[src/rtl/core/vpw_ram.sv]
// Generic single write port, single read port RAM with a registered read.
// No dependencies.
module vpw_ram #(
   parameter int WIDTH = 8,
   parameter int DEPTH = 32
) (
   input  logic                     clock,
   input  logic                     we,
   input  logic [$clog2(DEPTH)-1:0] waddr,
   input  logic [WIDTH-1:0]         wdata,
   input  logic [$clog2(DEPTH)-1:0] raddr,
   output logic [WIDTH-1:0]         rdata
);

   logic [WIDTH-1:0] mem [DEPTH];

   // Write port and registered read port.
   always_ff @(posedge clock) begin
      if (we) begin
         mem[waddr] <= wdata;
      end
      rdata <= mem[raddr];
   end

endmodule

[config.mk]
export PLATFORM = sky130hd
export DESIGN_NAME = vpw_ram
export DESIGN_NICKNAME = d
export VERILOG_FILES = /design/src/rtl/core/vpw_ram.sv
export SDC_FILE = /design/constraint.sdc
export NUM_CORES = 1
export LEC_CHECK = 0
export ABC_AREA = 1
export ABC_CLOCK_PERIOD_IN_PS = 1200
export BUFFER_PORTS_ARGS = -buffer_cell sky130_fd_sc_hd__buf_2
export CAP_MARGIN = 40
export CORE_MARGIN = 10
export CORE_UTILIZATION = 55
export DETAILED_ROUTE_END_ITERATION = 8
export GPL_TIMING_DRIVEN = 0
export PLACE_DENSITY = 0.78
export SLEW_MARGIN = 20
export SYNTH_ARGS = -nofsm -noshare
export SYNTH_HDL_FRONTEND = slang
export SYNTH_SLANG_ARGS = --single-unit
[constraint.sdc]
create_clock -name clock -period 1.2 [get_ports clock]
set_input_delay 0.12 -clock clock [delete_from_list [all_inputs] [get_ports clock]]
set_output_delay 0.12 -clock clock [all_outputs]
set_load 0.05 [all_outputs]
==> flow_metrics.tcl <==
set metrics [dict create \
    cts_tree "done" \
    worst_hold_slack_ns 0.0127 \
    slowest_stage "nor2_1" \
    htreeDepth 1 \
    grt_pass1_wl_um 39500 \
    power_w 0.0199 \
    synth_area_mm2 0.0108 \
    fin_setup_tns_ns -4.70 \
    antenna_found_initial 2 \
    synth_seq_cells 264 \
    synth_fp_nets 942 \
    ir_worst_vdd_mv 1.66 \
    power_leakage_nw 4.62 \
    die_h_um 160 \
    cts_hold_buffers 0 \
    power_density_mw_per_mm2 1610 \
    timing.final.ws_setup_ns -0.137 \
    arrival_ns 1.50 \
    slew_headroom_pct 43.9 \
    finalCritPeriodShare_pct 111 \
    max-cap-violations 0 \
    worst_ep_required_time_ns 1.36 \
    ys_async_sr_fraction_pct 0 \
    yosysWarnings 0 \
    maxSlewViolCount 0 \
    fp.dieW_um 160 \
    synth_top_area_share_pct 71.3 \
    ios 28 \
    syn_area_per_cell_um2 11.7 \
    ys_seq_area_share_pct 72.8 \
    use_met1_pct 27.6 \
    clock_skew_ns 0.0164 \
    design_area_mm2 0.0124 \
    dpl_cell_area_mm2 0.0112 \
    synth_top_area_cell "edfxtp_1" \
    antenna_left 0 \
    dp_hpwl_um 16800 \
    cts_buffers 26 \
    drive_above_1_share_pct 17.3 \
    hold_violations 0 \
    die_area_mm2 0.0256 \
    violations "setup timing" \
    global_route.peak_usage_layer "met2" \
    synth_most_common_cell "nand2_1" \
    track_usage_pct 19.9 \
    insertion_delay_ns 0.54 \
    cp_max_fo 8 \
    fin_nets 996 \
    synth_area_leaders "edfxtp_1 71%, nand2_1 13%, nand3_1 9.5%, buf_6 2.5%, dfxtp_1 1.5%" \
    start_util_pct 55.6 \
    gp_congestion 0.916 \
    drt-pass1-iter-count 5 \
    synthCells 922 \
    core_mm2 0.0194 \
    wirelength_um 26500 \
    wl_per_cell_um 21.0 \
    fin_crit_ns 1.34 \
    worst_pin_slew_ns 0.839 \
    syn_to_final_growth_pct 14.7 \
    yosysUniqueCellTypes 12 \
    grt_pass1_vias 6833 \
    synth_common_cells "360 x nand2_1, 256 x edfxtp_1, 204 x nand3_1, 32 x nor2_1, 24 x buf_6" \
    drt_iter0_markers 1034 \
    startpoint_type "primary input" \
    fillCellCount 1440 \
    fmax_mhz 748 \
    end_kind "flip-flop" \
    cts_root_buf "clkbuf_16" \
    setup_violations 92 \
    drc 0 \
    via_count 7262 \
    vias_per_cell 5.75 \
    rows 51 \
    port_buffers 24 \
    synth_ff_type "edfxtp_1" \
    synth-edff-count 256 \
    path_cells "buf_2 > inv_1 > nand3_1 > nor2_1" \
    path_clk_slew_ns 0.06 \
    met3_usage_pct 3.52 \
    hold_path.class "in2reg" \
    rsz0062_at_grt "true" \
    met2_usage_pct 30.9 \
    status "complete, but fails checks" \
    cts_buffer_depth 3 \
    clock-sinks 264 \
    critPathKind "in2reg" \
    slowest_delay_ns 0.81 \
    grt_start_max_net_pins 33 \
    grt.overflow.total 0 \
]
-- metrics by stage --
stage	instances	setup slack [ns]	util [%]
after floorplan	922	0.0460	-
after global placement	1211	-0.621	57.9
after detailed placement	1212	-0.629	58.0
after CTS	1260	-0.0554	62.5
after global routing	1262	-0.156	63.8
final	1262	-0.137	63.8
-- state kept, by name, indices dropped and copies added (netlist names) --
signal	count
rdata	8
mem	256
-- worst max-delay path: cells and delay by family --
family / cells / cell delay, ns
simple gates: 2 / 1.19
buf+inv: 2 / 0.19
-- cell usage in the layout, fill, tap and decap left out, types with 3 or more instances in the layout --
cell type  instances
nand2_1          355
edfxtp_1         256
nand3_1          164
nand3_2           40
buf_2             32
clkbuf_16         26
buf_6             24
nor2_1            18
buf_4             14
nor2_2            14
clkbuf_1           8
inv_1              8
dfxtp_1            8
clkinv_1           7
nand2_2            5
clkbuf_2           4
clkinv_2           4
bufinv_16          3
-- power by group --
group	internal [W]	switching [W]	leakage [nW]
clock	0.00463	0.00340	0.405
sequential	0.0102	0.0000310	2.37
combinational	0.000424	0.00112	1.84
-- cells by family (layout without fill, tap and decap cells) --
logic type,count (synthesis),count (layout),share of synthesized area [%]
other,0,1,0
AND/OR/NAND/NOR,596,596,23.1
buffers and inverters,62,136,4.14
flip-flops,264,264,72.8
-- final cells by class --
cell class | count | area (µm²) | share of cell area, %
sequential | 264 | 7850 | 63.4
multi-input combinational | 596 | 2740 | 22.1
clock buffer | 30 | 666 | 5.38
buffer | 52 | 415 | 3.36
tap | 265 | 332 | 2.68
clock inverter | 18 | 176 | 1.43
timing repair buffer | 26 | 155 | 1.25
inverter | 10 | 37.5 | 0.303
antenna | 1 | 2.50 | 0.0202
-- timing repair --
action,CTS,global route
pin swaps,0,9
endpoints found under the setup margin,104,174
hold endpoints to repair,0,0
resized for setup,13,60
setup buffers,0,0
-- per-layer routing --
| layer | routed length (µm) | up-vias |
|---|---|---|
| met3 | 3510 | 67 |
| li1 | - | 3310 |
| met5 | 13 | - |
| met1 | 9850 | 3379 |
| met2 | 12400 | 504 |
| met4 | 779 | 2 |
-- path summary, 6_finish.rpt --
kind,slack (ns),start,depth (start not counted),to
hold reg to reg,0.87,mem[9][6]$_DFFE_PP_,8,rdata[6]$_DFF_P_
setup / recovery,-0.14,waddr[1],4,mem[1][2]$_DFFE_PP_
setup reg to reg,0.03,mem[5][7]$_DFFE_PP_,8,rdata[7]$_DFF_P_
hold / removal,0.01,raddr[4],3,rdata[5]$_DFF_P_
Note: power is estimated with default switching activity, not from simulation.
