`src/rtl/core/vpw_pkg.sv`:
```
// Shared types, constants and saturation helpers for the vertex project-to-window unit.
// No dependencies; vpw_mac, vpw_div and the top unit refer to this package by scoped names.
package vpw_pkg;

   // Matrix store geometry.
   localparam int MATRIX_WORDS = 32;
   localparam int ADDR_W       = $clog2(MATRIX_WORDS);
   localparam int WORD_W       = 48;

   // Datapath widths.
   localparam int COORD_W = 32;
   localparam int HALF_W  = 25;
   localparam int PROD_W  = COORD_W + HALF_W;
   localparam int ACC_W   = 84;
   localparam int CLIP_W  = 64;
   localparam int QUOT_W  = 42;
   localparam int VPM_W   = QUOT_W + 16;
   localparam int WIN_W   = 60;

   // Configuration port.
   localparam int CSR_IDX_W  = 3;
   localparam int CSR_DATA_W = 16;

   localparam logic [CSR_IDX_W-1:0] CSR_VP_LEFT     = 3'd0;
   localparam logic [CSR_IDX_W-1:0] CSR_VP_BOTTOM   = 3'd1;
   localparam logic [CSR_IDX_W-1:0] CSR_VP_WIDTH    = 3'd2;
   localparam logic [CSR_IDX_W-1:0] CSR_VP_HEIGHT   = 3'd3;
   localparam logic [CSR_IDX_W-1:0] CSR_ROTATE_VIEW = 3'd4;

   // Operation codes of an input word.
   localparam logic OP_LOAD    = 1'b0;
   localparam logic OP_PROJECT = 1'b1;

   // Input word.
   typedef struct packed {
      logic                      op;
      logic [ADDR_W-1:0]         word_index;
      logic signed [WORD_W-1:0]  word_value;
      logic signed [COORD_W-1:0] point_x;
      logic signed [COORD_W-1:0] point_y;
      logic signed [COORD_W-1:0] point_z;
   } req_type;

   // Result word.
   typedef struct packed {
      logic signed [COORD_W-1:0] win_x;
      logic signed [COORD_W-1:0] win_y;
      logic signed [COORD_W-1:0] win_depth;
      logic signed [COORD_W-1:0] eye_x;
      logic signed [COORD_W-1:0] eye_y;
      logic signed [COORD_W-1:0] eye_z;
      logic                      in_front;
      logic                      w_zero;
   } rsp_type;

   // Control of one multiply-accumulate step.
   typedef struct packed {
      logic en;
      logic hi;
      logic first;
   } mac_ctl_type;

   // Position of a step in the product schedule.
   typedef struct packed {
      logic       valid;
      logic       phase;
      logic [1:0] row;
      logic [1:0] term;
      logic       hi;
   } tag_type;

   // Saturate a 60 bit signed value to 32 bits.
   function automatic logic [COORD_W-1:0] sat32(input logic [WIN_W-1:0] v);
      logic same;
      same = (v[WIN_W-1:COORD_W-1] == '0) || (v[WIN_W-1:COORD_W-1] == '1);
      if (same) begin
         sat32 = v[COORD_W-1:0];
      end else if (v[WIN_W-1]) begin
         sat32 = {1'b1, {(COORD_W-1){1'b0}}};
      end else begin
         sat32 = {1'b0, {(COORD_W-1){1'b1}}};
      end
   endfunction

   // Saturate a 68 bit signed value to 64 bits.
   function automatic logic [CLIP_W-1:0] sat64(input logic [ACC_W-17:0] v);
      logic same;
      same = (v[ACC_W-17:CLIP_W-1] == '0) || (v[ACC_W-17:CLIP_W-1] == '1);
      if (same) begin
         sat64 = v[CLIP_W-1:0];
      end else if (v[ACC_W-17]) begin
         sat64 = {1'b1, {(CLIP_W-1){1'b0}}};
      end else begin
         sat64 = {1'b0, {(CLIP_W-1){1'b1}}};
      end
   endfunction

endpackage

```
`src/rtl/core/vpw_mac.sv`:
```
// Shared multiply-accumulate unit: one 32 x 25 signed product per cycle into an 84 bit sum.
// Depends on vpw_pkg.
module vpw_mac (
   input  logic                                    clock,
   input  logic                                    reset,
   input  vpw_pkg::mac_ctl_type                    ctl,
   input  logic signed [vpw_pkg::COORD_W-1:0]      a,
   input  logic [vpw_pkg::WORD_W-1:0]              d,
   output logic signed [vpw_pkg::ACC_W-1:0]        acc
);

   logic signed [vpw_pkg::HALF_W-1:0] b;
   logic signed [vpw_pkg::PROD_W-1:0] p;
   logic [vpw_pkg::ACC_W-1:0]         p_ext;
   logic [vpw_pkg::ACC_W-1:0]         prod_ff;
   logic [vpw_pkg::ACC_W-1:0]         prod_in;
   logic [vpw_pkg::ACC_W-1:0]         acc_ff;
   logic                              en2_ff;
   logic                              first2_ff;

   // The 48 bit word is taken in two halves: the low half unsigned, the high half signed.
   always_comb begin
      if (ctl.hi) begin
         b = {d[vpw_pkg::WORD_W-1], d[vpw_pkg::WORD_W-1:24]};
      end else begin
         b = {1'b0, d[23:0]};
      end
      p     = a * b;
      p_ext = {{(vpw_pkg::ACC_W-vpw_pkg::PROD_W){p[vpw_pkg::PROD_W-1]}}, p};
      if (ctl.hi) begin
         prod_in = p_ext << 24;
      end else begin
         prod_in = p_ext;
      end
   end

   // Product register, then the accumulator.
   always_ff @(posedge clock) begin
      if (reset) begin
         en2_ff    <= 1'b0;
         first2_ff <= 1'b0;
      end else begin
         en2_ff    <= ctl.en;
         first2_ff <= ctl.first;
      end
      prod_ff <= prod_in;
      if (en2_ff) begin
         acc_ff <= (first2_ff ? '0 : acc_ff) + prod_ff;
      end
   end

   assign acc = acc_ff;

endmodule

```
`config.mk`:
```
export PLATFORM = sky130hd
export DESIGN_NAME = vpw_mac
export DESIGN_NICKNAME = d
export VERILOG_FILES = /design/src/rtl/core/vpw_pkg.sv /design/src/rtl/core/vpw_mac.sv
export SDC_FILE = /design/constraint.sdc
export NUM_CORES = 2
export LEC_CHECK = 0
export BUFFER_PORTS_ARGS = -buffer_cell sky130_fd_sc_hd__buf_4
export CAP_MARGIN = 20
export CORE_MARGIN = 2
export CORE_UTILIZATION = 45
export DETAILED_ROUTE_END_ITERATION = 6
export PLACE_DENSITY_LB_ADDON = 0.25
export SKIP_CTS_REPAIR_TIMING = 1
export SLEW_MARGIN = 30
export SYNTH_ARGS = -nofsm -noshare
export SYNTH_HDL_FRONTEND = slang
export SYNTH_SLANG_ARGS = --single-unit
```
`constraint.sdc`:
```
create_clock -name clock -period 15.3 [get_ports clock]
set_input_delay 0.765 -clock clock [delete_from_list [all_inputs] [get_ports clock]]
set_output_delay 0.765 -clock clock [all_outputs]
set_load 0.05 [all_outputs]
```
==> results.toml <==
[setup_path]
crit_top_cell = "fa_1"
required_ns = 15.60
cp_data_arrival_time_ns = 9.33
path_class = "in -> reg"
cp_slowest_cell = "fa_1"
start_kind = "input port"
max_stage_delay_ns = 0.76
path_max_fanout = 32
ff2ff_setup_slack_ns = 10.22
path_cells = "buf_4 -> mux2_2 -> nand2_1 -> inv_1 -> fa_1 -> fa_1 -> inv_1 -> fa_1 -> inv_1 -> fa_1 -> fa_1 -> fa_1 -> fa_1 -> ha_1 -> a21oi_1 -> o21bai_1 -> a21o_1 -> o21ai_0 -> nor3b_1 -> a31oi_1 -> o41ai_1 -> nor3_2 -> buf_4 -> o21bai_1"
end_kind = "register"

[worst_hold_path]
hold_class = "in -> reg"

[finish]
drive_above_1_share = 0.0642
multi_input_area_sq_mm = 0.0310
seq_area_sq_mm = 0.00419
nets = 5364
n_fill_cell = 8230
area_growth_pct = 6.66

[synthesis]
synth_cells = 4232
syn_nets = 5375
synth_area_sq_mm = 0.0390
syn_area_per_cell_sq_um = 9.20
synth-seq-cells = 167
yosysSeqAreaShare = 0.107
async_reset_ff_frac = 0
yosysTopAreaCell = "fa_1"
netlist.area_leader.share = 0.421
ys_warn_count = 0
yosysUniqueCellTypes = 71
synth_ff_type = "edfxtp_1"
ys_top_cells_by_area = "fa_1, inv_1, ha_1, edfxtp_1, and2_1"
synth-edff-count = 84

[grt]
grt_pass1_wl_microns = 177000
grt_max_degree = 73
grt_pass1_vias = 31521
antenna_found_initial = 0
grt_overflow = 0
grt.total_usage = 0.253

[route]
routed-wl-met3_microns = 5210
via_count = 28767
ant_nets = 0
route.detailed.drc = 0
top_layer_used = "met4"
dr.pass1.iters = 7
viasPerCell = 5.35
wl_per_cell_microns = 20.0
met1_length_microns = 46900
met2WireLength_microns = 52700
drt_iter0_drc = 1754
wl_microns = 108000

[job]
cap_violations = 0

[floorplan]
design.core.area_sq_mm = 0.0854
die_area_sq_mm = 0.0889
initial_utilization = 0.456
die-height_microns = 298
io_pins = 169
row_count = 107
fp.dieW_microns = 298

[sta]
clock-skew-final_ns = 0.0172
max_freq_mhz = 111
finalSetupViolCount = 0
finalHoldViolations = 0
period_share = 0.590
slew_violations = 0
rsz0062_at_grt = "false"
maxSlewHeadroom = 0.354
fin_setup_tns_ns = 0
tightest_slew_ns = 0.970
final.min_clock_period_ns = 9.02

[cts]
clk_pin_slew_ns = 0.07
clock_latency_ns = 0.44
root_buffer = "clkbuf_16"
cts_buffers = 17
cts.sinks = 167
htreeDepth = 4
cts_tree = "done"
ctsLongestPathBuffers = 2

[placed_design]
detailedPlacementHpwl_microns = 86700
port_buffers = 168
gp_congestion = 0.918

[run_status]
status = "finished clean"
## critical path: cells and delay by family
kind	cells	cell delay [ns]
AO/OA/AOI/OAI	7	1.47
adder cells (fa/ha/maj)	8	4.29
buffers and inverters	5	1.59
multiplexers	1	0.65
AND/OR/NAND/NOR	3	0.49
## cell usage after synthesis, drive strengths merged, types with 4 or more instances
master,n
nand4b,4
nand3,34
nand2,532
dfxtp,83
or3,6
nor4,9
o21ai,79
xor2,39
a311oi,5
nor2,100
o21a,17
a211oi,12
buf,4
and3,24
or2,12
a2111oi,4
o31ai,10
a31oi,20
nor2b,135
nand2b,15
a221oi,7
a21boi,9
inv,801
and2,382
fa,820
edfxtp,84
a21o,90
o211ai,18
nor3,24
mux2,39
o41ai,5
a211o,4
and4,5
o21ba,4
o21bai,27
clkbuf,203
a21oi,157
xnor2,103
ha,238
a41oi,6
o2111ai,6
nand4,27
## metal layers
layer | global-route usage | vias to the layer above
met5 | 0 | -
met3 | 0.0306 | 148
met1 | 0.338 | 14836
li1 | - | 12998
met4 | 0.0605 | 0
met2 | 0.438 | 785
## cell families (layout without fill, tap and decap cells)
group	Yosys count	after routing	share of synthesized area
buffers and inverters	1008	1010	0.0972
multiplexers	41	41	0.0118
other	0	2	0
AO/OA/AOI/OAI	498	498	0.0836
adder cells (fa/ha/maj)	1058	1058	0.498
AND/OR/NAND/NOR	1318	1318	0.170
XOR/XNOR	142	142	0.0319
flip-flops	167	167	0.107
## through the flow
step           setup WS (ns)  instances  hold slack, ns  instance area (sq um)   util
2_1_floorplan           6.81       4232           0.508                  39000      -
3_3_place_gp            5.98       5346           0.527                  41000  0.480
3_5_place_dp            5.87       5346           0.523                  41000  0.480
4_1_cts                 6.32       5378           0.460                  41500  0.486
5_1_grt                 5.82       5378           0.473                  41500  0.486
6_report                6.28       5380           0.476                  41500  0.486
## layout make-up
cell class | count | share of cell area
timing repair buffer | 177 | 0.0321
antenna | 2 | 0.000120
multi-input combinational | 3057 | 0.746
sequential | 167 | 0.101
tap | 1144 | 0.0345
clock inverter | 14 | 0.00367
inverter | 801 | 0.0724
clock buffer | 18 | 0.0103
## worst paths after layout
path / cells after the start / startpoint / to
setup / recovery: 24 / ctl[1] / prod_ff[79]
hold reg to reg: 1 / prod_ff[0] / acc[0]
setup reg to reg: 13 / first2_ff / acc[80]
hold / removal: 2 / reset / en2_ff
## state kept, by name, indices dropped and copies added (netlist names)
register / count
en2_ff: 1
prod_ff: 81
acc: 84
first2_ff: 1
## layout by cell type, fill, tap and decap left out, types with 27 or more instances in the layout
cell type | Yosys | routed
buf_4 | 0 | 176
nand4_1 | 27 | 27
xor2_1 | 39 | 39
a21oi_1 | 157 | 157
mux2_2 | 38 | 38
nand3_1 | 34 | 34
nor2_1 | 100 | 100
and2_1 | 382 | 382
ha_1 | 238 | 238
inv_1 | 801 | 800
fa_1 | 820 | 820
dfxtp_1 | 83 | 81
o21bai_1 | 27 | 27
nor2b_1 | 135 | 135
o21ai_0 | 68 | 68
nand2_1 | 532 | 532
edfxtp_1 | 84 | 84
a21o_1 | 90 | 89
xnor2_1 | 103 | 103
Power is not shown: default switching activity piles up to over one toggle a cycle in this logic, so the estimate is an artifact.
