<file path="config.mk">
export PLATFORM = sky130hd
export DESIGN_NAME = vpw_div
export DESIGN_NICKNAME = d
export VERILOG_FILES = /design/src/rtl/core/vpw_pkg.sv /design/src/rtl/core/vpw_div.sv
export SDC_FILE = /design/constraint.sdc
export NUM_CORES = 1
export LEC_CHECK = 0
export CORE_MARGIN = 2
export CORE_UTILIZATION = 50
export DETAILED_ROUTE_END_ITERATION = 6
export DONT_BUFFER_PORTS = 1
export PLACE_DENSITY = 0.7
export SYNTH_ARGS = -nofsm -noshare
export SYNTH_HDL_FRONTEND = slang
export SYNTH_SLANG_ARGS = --single-unit
export TNS_END_PERCENT = 5
</file>
<file path="constraint.sdc">
create_clock -name clock -period 5.7 [get_ports clock]
set_input_delay 1.14 -clock clock [delete_from_list [all_inputs] [get_ports clock]]
set_output_delay 1.14 -clock clock [all_outputs]
set_load 0.01 [all_outputs]
</file>
<file path="src/rtl/core/vpw_pkg.sv">
// Shared types, constants and saturation helpers for the vertex project-to-window unit.
// No dependencies; vpw_mac, vpw_div and the top unit refer to this package by scoped names.
package vpw_pkg;

   // Matrix store geometry.
   localparam int MATRIX_WORDS = 32;
   localparam int ADDR_W       = $clog2(MATRIX_WORDS);
   localparam int WORD_W       = 48;

   // Datapath widths.
   localparam int COORD_W = 32;
   localparam int HALF_W  = 25;
   localparam int PROD_W  = COORD_W + HALF_W;
   localparam int ACC_W   = 84;
   localparam int CLIP_W  = 64;
   localparam int QUOT_W  = 42;
   localparam int VPM_W   = QUOT_W + 16;
   localparam int WIN_W   = 60;

   // Configuration port.
   localparam int CSR_IDX_W  = 3;
   localparam int CSR_DATA_W = 16;

   localparam logic [CSR_IDX_W-1:0] CSR_VP_LEFT     = 3'd0;
   localparam logic [CSR_IDX_W-1:0] CSR_VP_BOTTOM   = 3'd1;
   localparam logic [CSR_IDX_W-1:0] CSR_VP_WIDTH    = 3'd2;
   localparam logic [CSR_IDX_W-1:0] CSR_VP_HEIGHT   = 3'd3;
   localparam logic [CSR_IDX_W-1:0] CSR_ROTATE_VIEW = 3'd4;

   // Operation codes of an input word.
   localparam logic OP_LOAD    = 1'b0;
   localparam logic OP_PROJECT = 1'b1;

   // Input word.
   typedef struct packed {
      logic                      op;
      logic [ADDR_W-1:0]         word_index;
      logic signed [WORD_W-1:0]  word_value;
      logic signed [COORD_W-1:0] point_x;
      logic signed [COORD_W-1:0] point_y;
      logic signed [COORD_W-1:0] point_z;
   } req_type;

   // Result word.
   typedef struct packed {
      logic signed [COORD_W-1:0] win_x;
      logic signed [COORD_W-1:0] win_y;
      logic signed [COORD_W-1:0] win_depth;
      logic signed [COORD_W-1:0] eye_x;
      logic signed [COORD_W-1:0] eye_y;
      logic signed [COORD_W-1:0] eye_z;
      logic                      in_front;
      logic                      w_zero;
   } rsp_type;

   // Control of one multiply-accumulate step.
   typedef struct packed {
      logic en;
      logic hi;
      logic first;
   } mac_ctl_type;

   // Position of a step in the product schedule.
   typedef struct packed {
      logic       valid;
      logic       phase;
      logic [1:0] row;
      logic [1:0] term;
      logic       hi;
   } tag_type;

   // Saturate a 60 bit signed value to 32 bits.
   function automatic logic [COORD_W-1:0] sat32(input logic [WIN_W-1:0] v);
      logic same;
      same = (v[WIN_W-1:COORD_W-1] == '0) || (v[WIN_W-1:COORD_W-1] == '1);
      if (same) begin
         sat32 = v[COORD_W-1:0];
      end else if (v[WIN_W-1]) begin
         sat32 = {1'b1, {(COORD_W-1){1'b0}}};
      end else begin
         sat32 = {1'b0, {(COORD_W-1){1'b1}}};
      end
   endfunction

   // Saturate a 68 bit signed value to 64 bits.
   function automatic logic [CLIP_W-1:0] sat64(input logic [ACC_W-17:0] v);
      logic same;
      same = (v[ACC_W-17:CLIP_W-1] == '0) || (v[ACC_W-17:CLIP_W-1] == '1);
      if (same) begin
         sat64 = v[CLIP_W-1:0];
      end else if (v[ACC_W-17]) begin
         sat64 = {1'b1, {(CLIP_W-1){1'b0}}};
      end else begin
         sat64 = {1'b0, {(CLIP_W-1){1'b1}}};
      end
   endfunction

endpackage

</file>
<file path="src/rtl/core/vpw_div.sv">
// Restoring divider for the perspective divide: (c * 2^30) / w, truncated, clamped to +-2^40.
// Depends on vpw_pkg. One quotient bit per cycle, 42 bits a divide.
module vpw_div (
   input  logic                                 clock,
   input  logic                                 reset,
   input  logic                                 start,
   input  logic signed [vpw_pkg::CLIP_W-1:0]    num,
   input  logic signed [vpw_pkg::CLIP_W-1:0]    den,
   output logic                                 done,
   output logic signed [vpw_pkg::QUOT_W-1:0]    quot
);

   localparam logic [vpw_pkg::QUOT_W-1:0] LIMIT = 42'd1 << 40;

   logic [vpw_pkg::CLIP_W-1:0]  uc;
   logic [vpw_pkg::CLIP_W-1:0]  ud;
   logic [vpw_pkg::CLIP_W-1:0]  r_ff;
   logic [vpw_pkg::CLIP_W-1:0]  d_ff;
   logic [vpw_pkg::QUOT_W-1:0]  nb_ff;
   logic [vpw_pkg::QUOT_W-1:0]  q_ff;
   logic [5:0]                  cnt_ff;
   logic                        run_ff;
   logic                        ovf_ff;
   logic                        neg_ff;
   logic                        done_ff;
   logic [vpw_pkg::QUOT_W-1:0]  quot_ff;
   logic [vpw_pkg::CLIP_W:0]    t;
   logic [vpw_pkg::CLIP_W:0]    t_sub;
   logic                        ge;
   logic [vpw_pkg::QUOT_W-1:0]  q_mag;

   // Magnitudes of the operands, one trial subtraction and the clamp of the quotient magnitude.
   always_comb begin
      uc    = num[vpw_pkg::CLIP_W-1] ? -num : num;
      ud    = den[vpw_pkg::CLIP_W-1] ? -den : den;
      t     = {r_ff, nb_ff[vpw_pkg::QUOT_W-1]};
      t_sub = t - {1'b0, d_ff};
      ge    = (t >= {1'b0, d_ff});
      if (ovf_ff || (q_ff > LIMIT)) begin
         q_mag = LIMIT;
      end else begin
         q_mag = q_ff;
      end
   end

   // Sequencer: set up on start, then one quotient bit per cycle.
   always_ff @(posedge clock) begin
      if (reset) begin
         run_ff  <= 1'b0;
         done_ff <= 1'b0;
         cnt_ff  <= '0;
      end else begin
         done_ff <= 1'b0;
         if (start) begin
            run_ff <= 1'b1;
            cnt_ff <= 6'(vpw_pkg::QUOT_W);
         end else if (run_ff) begin
            if (cnt_ff == '0) begin
               run_ff  <= 1'b0;
               done_ff <= 1'b1;
            end else begin
               cnt_ff <= cnt_ff - 6'd1;
            end
         end
      end
      if (start) begin
         // Quotients of 2^42 or more are caught here and clamped at the end.
         r_ff   <= {12'd0, uc[vpw_pkg::CLIP_W-1:12]};
         ovf_ff <= ({12'd0, uc[vpw_pkg::CLIP_W-1:12]} >= ud);
         nb_ff  <= {uc[11:0], 30'd0};
         d_ff   <= ud;
         q_ff   <= '0;
         neg_ff <= num[vpw_pkg::CLIP_W-1] ^ den[vpw_pkg::CLIP_W-1];
      end else if (run_ff && (cnt_ff != '0)) begin
         r_ff  <= ge ? t_sub[vpw_pkg::CLIP_W-1:0] : t[vpw_pkg::CLIP_W-1:0];
         q_ff  <= {q_ff[vpw_pkg::QUOT_W-2:0], ge};
         nb_ff <= nb_ff << 1;
      end
      if (run_ff && (cnt_ff == '0)) begin
         quot_ff <= neg_ff ? -q_mag : q_mag;
      end
   end

   assign done = done_ff;
   assign quot = quot_ff;

endmodule

</file>
==> flow_metrics.py, run 1 <==
metrics = {
    "status": {
        "status": "finished, final reports clean",
    },
    "global_routing": {
        "first_global_vias": 15100,
        "grt_max_degree": 172,
        "grt_use_total_pct": 26.2,
        "overflow": 0,
        "antenna_found_initial": 0,
        "grt_pass1_wl_mm": 78.2,
    },
    "power": {
        "powerDensity_nw_per_um2": 280,
        "leakage_uw": 0.00749,
        "ir_drop_v": 0.000230,
        "report.power.total_uw": 5350,
    },
    "placed_design": {
        "hpwl_mm": 37.7,
        "dpl.cell_count": 2495,
        "place.port_buffers": 0,
        "place_congestion": 0.940,
        "place_area_sq_um": 18400,
    },
    "timing": {
        "setup_viol": 0,
        "hold_viol_final": 0,
        "fin_hold_ws_ns": 0.497,
        "slew_viol_final": 0,
        "max_freq_ghz": 0.189,
        "finClkSkew_ns": 0.0145,
        "relSlewSlack_pct": 23.8,
        "grt_setup_unrepaired": "false",
        "min_period_over_period_pct": 92.8,
        "worst_slew_pin_slew_ns": 1.14,
        "period_minus_slack_ns": 5.29,
    },
    "clocking": {
        "cts_buffer_depth": 3,
        "cts_hold_buf": 0,
        "post_cts_buffers": 0,
        "cts_tree": "yes",
        "h-tree-depth": 1,
        "clk_latency_ns": 0.55,
        "clkTransAtPathRegs_ns": 0.06,
        "cts_made_buffers": 26,
        "post_cts_resized": 0,
        "cts_root_buf": "clkbuf_16",
        "clock_sinks": 234,
    },
    "floorplan": {
        "die-height_microns": 193,
        "die_area_sq_um": 37200,
        "die_w_microns": 193,
        "fp.coreArea_sq_um": 35400,
        "io_pins": 174,
        "start_util_pct": 50.4,
        "placementRows": 69,
    },
    "finish": {
        "final_cell_count_no_fill": 2543,
        "stdcell_area_sq_um": 19100,
        "post-route-util_pct": 54.1,
        "final_cell_mix": "300 x nand2_1, 172 x a21oi_1, 172 x edfxtp_1, 145 x nor2_1, 142 x inv_1",
        "finalNetCount": 2315,
        "synthToLayoutAreaGrowth_pct": 7.23,
        "final_common_cell": "nand2_1",
        "drive_gt1_share_pct": 5.81,
        "diodes": 0,
    },
    "yosys": {
        "synth_area_sq_um": 17800,
        "synth_seq_cells": 234,
        "synthFlopType": "edfxtp_1",
        "synth_edf_count": 172,
        "seq_area_frac_synth_pct": 35.9,
        "syn-mean-instance-area_sq_um": 8.52,
        "syn_inst": 2095,
        "ys_types": 81,
        "ys_warn_count": 0,
        "syn_nets": 2348,
        "synth-async-reset-ratio_pct": 0,
    },
    "worst_setup_path": {
        "arrival_ns": 5.56,
        "critPathCaptureType": "flop",
        "cp-start-kind": "input port",
        "crit_required_ns": 5.97,
        "critPathKind": "input port to flop",
        "path_max_fanout": 4,
    },
    "routing": {
        "ant_nets": 0,
        "via_per_inst": 6.18,
        "vias": 15700,
        "drtIter0Drc": 1381,
        "drtPass1Iterations": 5,
        "drc": 0,
        "wl_per_cell_microns": 19.5,
        "wl_mm": 49.6,
    },
    "worst_hold_path": {
        "hp-class": "flop to flop",
    },
    "run": {
        "maxCapViolCount": 0,
    },
}
[Yosys cell counts (4+ instances only)]
master	instances	share of area, %
and3_1	14	0.49
o31a_1	14	0.69
nor2b_1	13	0.46
nand2b_1	16	0.56
o21bai_1	11	0.46
o311ai_0	7	0.34
dfxtp_1	62	7.0
inv_1	143	3.0
or2_2	8	0.28
xor2_1	93	4.6
o21ai_0	111	3.1
clkbuf_1	78	1.6
nor4_1	20	0.70
a21o_1	39	1.6
o2111ai_1	5	0.25
xnor2_1	115	5.6
mux2i_1	5	0.28
or4_1	24	1.0
a31oi_1	48	1.7
and2_1	4	0.14
o41ai_2	4	0.36
a2111oi_0	4	0.20
o41ai_1	17	0.83
a211oi_1	15	0.63
nor2_1	147	3.1
o21ai_1	4	0.11
nand3_1	30	0.84
o31ai_1	42	1.8
or2_1	4	0.14
or3_1	22	0.77
o211ai_1	10	0.42
nand2_1	301	6.3
edfxtp_1	172	29
or4_4	5	0.32
nor3_1	49	1.4
and4_1	4	0.20
a311oi_1	12	0.59
a21oi_1	172	4.8
ha_1	121	8.5
buf_1	17	0.36
nand4_1	35	1.2
o2111a_1	4	0.25
o21a_1	13	0.55
[critical path: stages]
cell	delay (ns)
or4_1	0.59
nor4_1	0.22
buf_4	0.17
nand3_1	0.12
or4_4	0.54
or4_4	0.47
o21ai_0	0.22
xnor2_1	0.17
ha_1	0.28
a21o_1	0.18
a21o_1	0.17
a21oi_1	0.12
o21ai_0	0.10
o21ai_0	0.17
nand2b_1	0.07
a211oi_1	0.27
buf_4	0.17
nor4_1	0.05
o21ai_0	0.19
a41oi_1	0.14
[registers in the layout (all words and copies together) (netlist names)]
name and cells:
ovf_ff 1, nb_ff 12, neg_ff 1, r_ff 64, cnt_ff 6, d_ff 64, q_ff 42, done 1
quot 42, run_ff 1
[metrics by stage]
stage | TNS, ns | setup WS, ns
6_report | 0 | 0.410
5_1_grt | 0 | 0.158
4_1_cts | 0 | 0.402
3_5_place_dp | -0.133 | -0.133
3_3_place_gp | -0.0877 | -0.0877
2_1_floorplan | 0 | 0.509
[per-layer routing]
metal	vias to the layer above	track usage, %	wire length, microns
li1	7528	-	-
met1	7550	34.9	21700
met2	536	44.3	23400
met3	101	3.20	2880
met4	0	8.60	1700
met5	-	0	0
[path summary, 6_finish.rpt]
path	from	to	slack, ns	depth (start not counted)
min reg2reg	q_ff[41]	q_ff[41]	0.50	2
min	q_ff[41]	q_ff[41]	0.50	2
max	num[2]	ovf_ff	0.41	20
max reg2reg	r_ff[27]	r_ff[19]	1.19	11
[where the power goes]
group          internal (uW)  switching, uW
Sequential              2000           67.5
Combinational            656           1060
Clock                    862            702
[cell families after synthesis]
group,count (synthesis),share of synthesized area (%)
simple gates,721,19.4
buf+inv,240,5.11
mux,7,0.407
flops,234,35.9
compound gates,563,20.4
xor+xnor,208,10.2
fa+ha+maj,122,8.59
[cell type report]
cell class	instances	area, sq um
Clock buffer	36	698
Clock inverter	12	82.6
Fill cell	3288	16300
Inverter	143	537
Multi-Input combinational cell	1621	10600
Sequential cell	234	6410
Tap cell	461	577
Timing Repair Buffer	36	270
Power figures use the tool's default switching activity.
==> run 2: changes to the inputs <==
==> constraint.sdc (replaced) <==
create_clock -name clock -period 5.27 [get_ports clock]
set_input_delay 1.054 -clock clock [delete_from_list [all_inputs] [get_ports clock]]
set_output_delay 1.054 -clock clock [all_outputs]
set_load 0.01 [all_outputs]
==> flow_metrics.py, run 2 (synthesized netlist as in run 1, its figures left out) <==
metrics = {
    "status": {
        "status": "finished, final reports clean",
    },
    "finish": {
        "finalNetCount": 2354,
        "diodes": 0,
        "post-route-util_pct": 55.4,
        "final_cell_count_no_fill": 2583,
        "final_common_cell": "nand2_1",
        "reg_top3": "d_ff x64, r_ff x64",
        "final_cell_mix": "300 x nand2_1, 172 x a21oi_1, 172 x edfxtp_1, 145 x nor2_1, 142 x inv_1",
        "drive_gt1_share_pct": 7.92,
        "synthToLayoutAreaGrowth_pct": 9.96,
    },
    "global_routing": {
        "overflow": 0,
        "grt_max_degree": 172,
        "grt_use_total_pct": 26.7,
        "first_global_vias": 15100,
        "antenna_found_initial": 0,
        "grt_pass1_wl_mm": 79.5,
    },
    "clocking": {
        "cts_buffer_depth": 3,
        "cts_hold_buf": 0,
        "clk_latency_ns": 0.57,
        "cts_made_buffers": 27,
        "h-tree-depth": 1,
        "clkTransAtPathRegs_ns": 0.06,
        "cts_root_buf": "clkbuf_16",
        "clock_sinks": 234,
        "cts_tree": "yes",
    },
    "timing": {
        "setup_viol": 0,
        "finClkSkew_ns": 0.0144,
        "min_period_over_period_pct": 94.4,
        "slew_viol_final": 0,
        "hold_viol_final": 0,
        "worst_slew_pin_slew_ns": 1.10,
        "max_freq_ghz": 0.201,
        "fin_hold_ws_ns": 0.500,
        "grt_setup_unrepaired": "false",
        "relSlewSlack_pct": 26.2,
        "period_minus_slack_ns": 4.98,
    },
    "worst_setup_path": {
        "crit_required_ns": 5.58,
        "path_cells": "or4_4, nor4_1, buf_4, nand3_1, or4_4, or4_4, o21ai_1, xnor2_1, ha_1, a21o_1, a21o_1, a21oi_1, o21ai_0, o21ai_0, nand2b_1, a211oi_1, buf_4, nor4_2, o21ai_0, a41oi_1",
        "critPathCaptureType": "flop",
        "cp-start-kind": "input port",
        "arrival_ns": 5.28,
        "path_max_fanout": 4,
        "slowest_stage": "or4_4",
        "slowest_delay_ns": 0.54,
        "crit_family": "simple AND/OR/NAND/NOR gates",
        "critPathKind": "input port to flop",
        "worst-path-buf-inv": 2,
    },
    "placed_design": {
        "place.port_buffers": 0,
        "dpl.cell_count": 2533,
        "hpwl_mm": 37.9,
        "place_congestion": 0.939,
    },
    "routing": {
        "via_per_inst": 6.09,
        "drtIter0Drc": 1311,
        "ant_nets": 0,
        "wl_per_cell_microns": 19.4,
        "vias": 15700,
        "drtPass1Iterations": 5,
        "drc": 0,
        "wl_mm": 50.2,
    },
    "run": {
        "maxCapViolCount": 0,
    },
    "power": {
        "powerDensity_nw_per_um2": 312,
        "ir_drop_v": 0.000245,
        "report.power.total_uw": 6130,
        "leakage_uw": 0.00775,
    },
    "floorplan": {
        "io_pins": 174,
        "placementRows": 69,
        "fp.coreArea_sq_um": 35400,
        "die-height_microns": 193,
        "die_w_microns": 193,
        "start_util_pct": 50.4,
        "die_area_sq_um": 37200,
    },
    "worst_hold_path": {
        "hp-class": "flop to flop",
    },
}
## run 2: where the power goes
group / switching, uW / internal (uW)
logic: 1160 / 739
clock network: 807 / 1190
registers: 73.6 / 2160
total: 2040 / 4090
## run 2: repair_timing
action	in CTS	in global routing
setup buffers	0	0
gates resized for setup	0	6
endpoints found under the setup margin	0	1
## run 2: per-layer routing
metal | global-route usage [%] | vias to the layer above | share of wire, %
met1 | 35.1 | 7513 | 43
met2 | 44.6 | 522 | 47
met3 | 4.43 | 89 | 6.2
met4 | 9.38 | 0 | 3.3
met5 | 0 | - | 0
li1 | - | 7605 | -
## run 2: worst min-delay path: stages (launching register included)
cell     delay [ns]
dfxtp_1        0.34
nand2_1        0.06
a21oi_1        0.05
## run 2: final timing paths
check | from | endpoint | slack [ns] | cells after the start
worst max-delay path | num[2] | ovf_ff | 0.29 | 20
worst min-delay path | q_ff[41] | q_ff[41] | 0.50 | 2
worst max register to register | r_ff[2] | r_ff[35] | 0.86 | 11
worst min register to register | q_ff[41] | q_ff[41] | 0.50 | 2
## run 2: area by class of cell
cell class	count	area (sq um)
tap	461	577
clock buffer	34	732
timing repair buffer	74	581
clock inverter	16	206
multi-input combinational	1621	10600
sequential	234	6410
fill	3254	15800
inverter	143	537
## run 2: through the flow
stage	worst slack, ns	cell area (sq um)	setup TNS [ns]
detailed placement	-0.423	18700	-0.423
finish	0.295	19600	0
floorplan	0.165	17800	0
global placement	-0.381	18700	-0.381
CTS	0.169	19600	0
global route	0.0326	19600	0
==> run 3: changes to the inputs <==
--- a/config.mk
+++ b/config.mk
@@ -9,6 +9,7 @@
 export CORE_UTILIZATION = 50
 export DETAILED_ROUTE_END_ITERATION = 6
 export DONT_BUFFER_PORTS = 1
+export MAX_ROUTING_LAYER = met4
 export PLACE_DENSITY = 0.7
 export SYNTH_ARGS = -nofsm -noshare
 export SYNTH_HDL_FRONTEND = slang
==> flow_metrics.py, run 3 (synthesized netlist as in run 1, its figures left out) <==
metrics = {
    "floorplan": {
        "fp.coreArea_sq_um": 35400,
        "die-height_microns": 193,
        "start_util_pct": 50.4,
        "die_area_sq_um": 37200,
        "die_w_microns": 193,
        "placementRows": 69,
        "io_pins": 174,
    },
    "finish": {
        "post-route-util_pct": 55.3,
        "finalNetCount": 2355,
        "final_cell_mix": "300 x nand2_1, 172 x a21oi_1, 172 x edfxtp_1, 145 x nor2_1, 142 x inv_1",
        "reg_top3": "d_ff x64, r_ff x64",
        "synthToLayoutAreaGrowth_pct": 9.75,
        "seqCellArea_sq_um": 6410,
        "fill_cells": 3265,
        "diodes": 0,
        "drive_gt1_share_pct": 7.78,
        "multi_input_area_sq_um": 10600,
        "final_common_cell": "nand2_1",
    },
    "power": {
        "power_switching_uw": 2000,
        "leakage_uw": 0.00773,
        "seqPwrFrac_pct": 37.2,
        "p_clk_share_pct": 31.4,
        "ir_drop_v": 0.000237,
        "combPwrFrac_pct": 31.5,
        "p_sw_share_pct": 33.2,
        "p_int_uw": 4020,
        "powerDensity_nw_per_um2": 308,
        "report.power.total_uw": 6030,
    },
    "routing": {
        "wl_mm": 50.0,
        "drtIter0Drc": 1199,
        "drc": 0,
        "ant_nets": 0,
        "drtPass1Iterations": 6,
        "via_per_inst": 6.06,
        "vias": 15700,
        "wl_per_cell_microns": 19.3,
    },
    "timing": {
        "setup_viol": 0,
        "fin_hold_ws_ns": 0.498,
        "worst_slew_pin_slew_ns": 1.13,
        "max_freq_ghz": 0.200,
        "hold_viol_final": 0,
        "finClkSkew_ns": 0.0210,
        "period_minus_slack_ns": 5.01,
        "setup-tns-final_ns": 0,
        "min_period_over_period_pct": 95.0,
        "slew_viol_final": 0,
        "worst_slack_ns": 0.263,
        "relSlewSlack_pct": 24.3,
    },
    "clocking": {
        "cts_buffer_depth": 3,
        "h-tree-depth": 1,
        "cts_root_buf": "clkbuf_16",
        "clk_latency_ns": 0.55,
        "clock_sinks": 234,
        "post_cts_buffers": 0,
        "cts_made_buffers": 26,
        "clkTransAtPathRegs_ns": 0.06,
        "cts_tree": "yes",
        "cts_hold_buf": 0,
        "post_cts_resized": 0,
    },
    "global_routing": {
        "grt_use_total_pct": 27.2,
        "overflow": 0,
        "grt_pass1_wl_mm": 78.9,
        "antenna_found_initial": 0,
        "met3_usage_pct": 3.67,
        "gr-usage-met2_pct": 44.1,
        "grt_use_met1_pct": 35.2,
        "grt_busiest_layer": "met2",
        "first_global_vias": 15000,
        "grt_max_degree": 172,
    },
    "worst_hold_path": {
        "hp-class": "flop to flop",
        "whs_path_depth": 2,
    },
    "worst_setup_path": {
        "cp-start-kind": "input port",
        "arrival_ns": 5.30,
        "reg2reg_depth": 11,
        "critPathKind": "input port to flop",
        "critPathCaptureType": "flop",
        "path_max_fanout": 5,
        "crit_required_ns": 5.56,
    },
    "placed_design": {
        "hpwl_mm": 37.8,
        "place_congestion": 0.938,
        "pre_cts_slack_ns": -0.384,
        "place.port_buffers": 0,
    },
    "status": {
        "status": "finished, final reports clean",
    },
    "run": {
        "maxCapViolCount": 0,
    },
}
## run 3: changes by cell type in the layout (fill, tap and decap cells not counted), sizes merged
cell      delta
buf          +2
clkbuf       -1
clkinv       +3
clkinvlp     -3
inv          -1
## run 3: final timing paths
check / start / end / slack, ns
max: num[0] / ovf_ff / 0.26
min: q_ff[5] / q_ff[5] / 0.50
max reg2reg: r_ff[0] / r_ff[49] / 0.82
min reg2reg: q_ff[5] / q_ff[5] / 0.50
## run 3: through the flow
step / std cells / cell area [sq um]
2_1_floorplan: 2095 / 17800
3_3_place_gp: 2535 / 18700
3_5_place_dp: 2535 / 18700
4_1_cts: 2583 / 19600
5_1_grt: 2583 / 19600
6_report: 2583 / 19600
## run 3: power groups by stage
stage / Clock (uW) / Combinational (uW) / Sequential (uW)
floorplan: 0 / 1410 / 2260
global placement: 0 / 1830 / 2270
detailed placement: 0 / 1850 / 2280
CTS: 1910 / 1870 / 2240
global route: 1980 / 2100 / 2260
finish: 1890 / 1900 / 2240
## run 3: layout make-up
class                   instances  area share [%]
well taps                     461            2.94
clock buffers                  33            3.51
multi-input cells            1621            54.1
flip-flops and latches        234            32.7
repair buffers                 76            3.04
inverters                     143            2.74
clock inverters                15           0.958
## run 3: worst max-delay path: stages
cell and delay (ns):
inv_1 0.06, ha_1 0.16, or3b_1 0.44, nor4_2 0.17, buf_4 0.16, nand3_1 0.13
or4_1 0.52, or4_4 0.48, buf_4 0.17, nand2b_4 0.17, o41ai_2 0.32, xnor2_1 0.16
ha_1 0.20, a21o_1 0.15, a21oi_1 0.15, nor2b_1 0.06, o21ai_0 0.15, nand2b_1 0.08
a21oi_1 0.16, nor2b_1 0.06, o21ai_0 0.18, a41oi_1 0.13
## run 3: per-layer routing
metal	part of all wire [%]	vias up
met1	44	7460
li1	-	7622
met5	0	-
met4	3.1	0
met2	47	486
met3	5.5	84
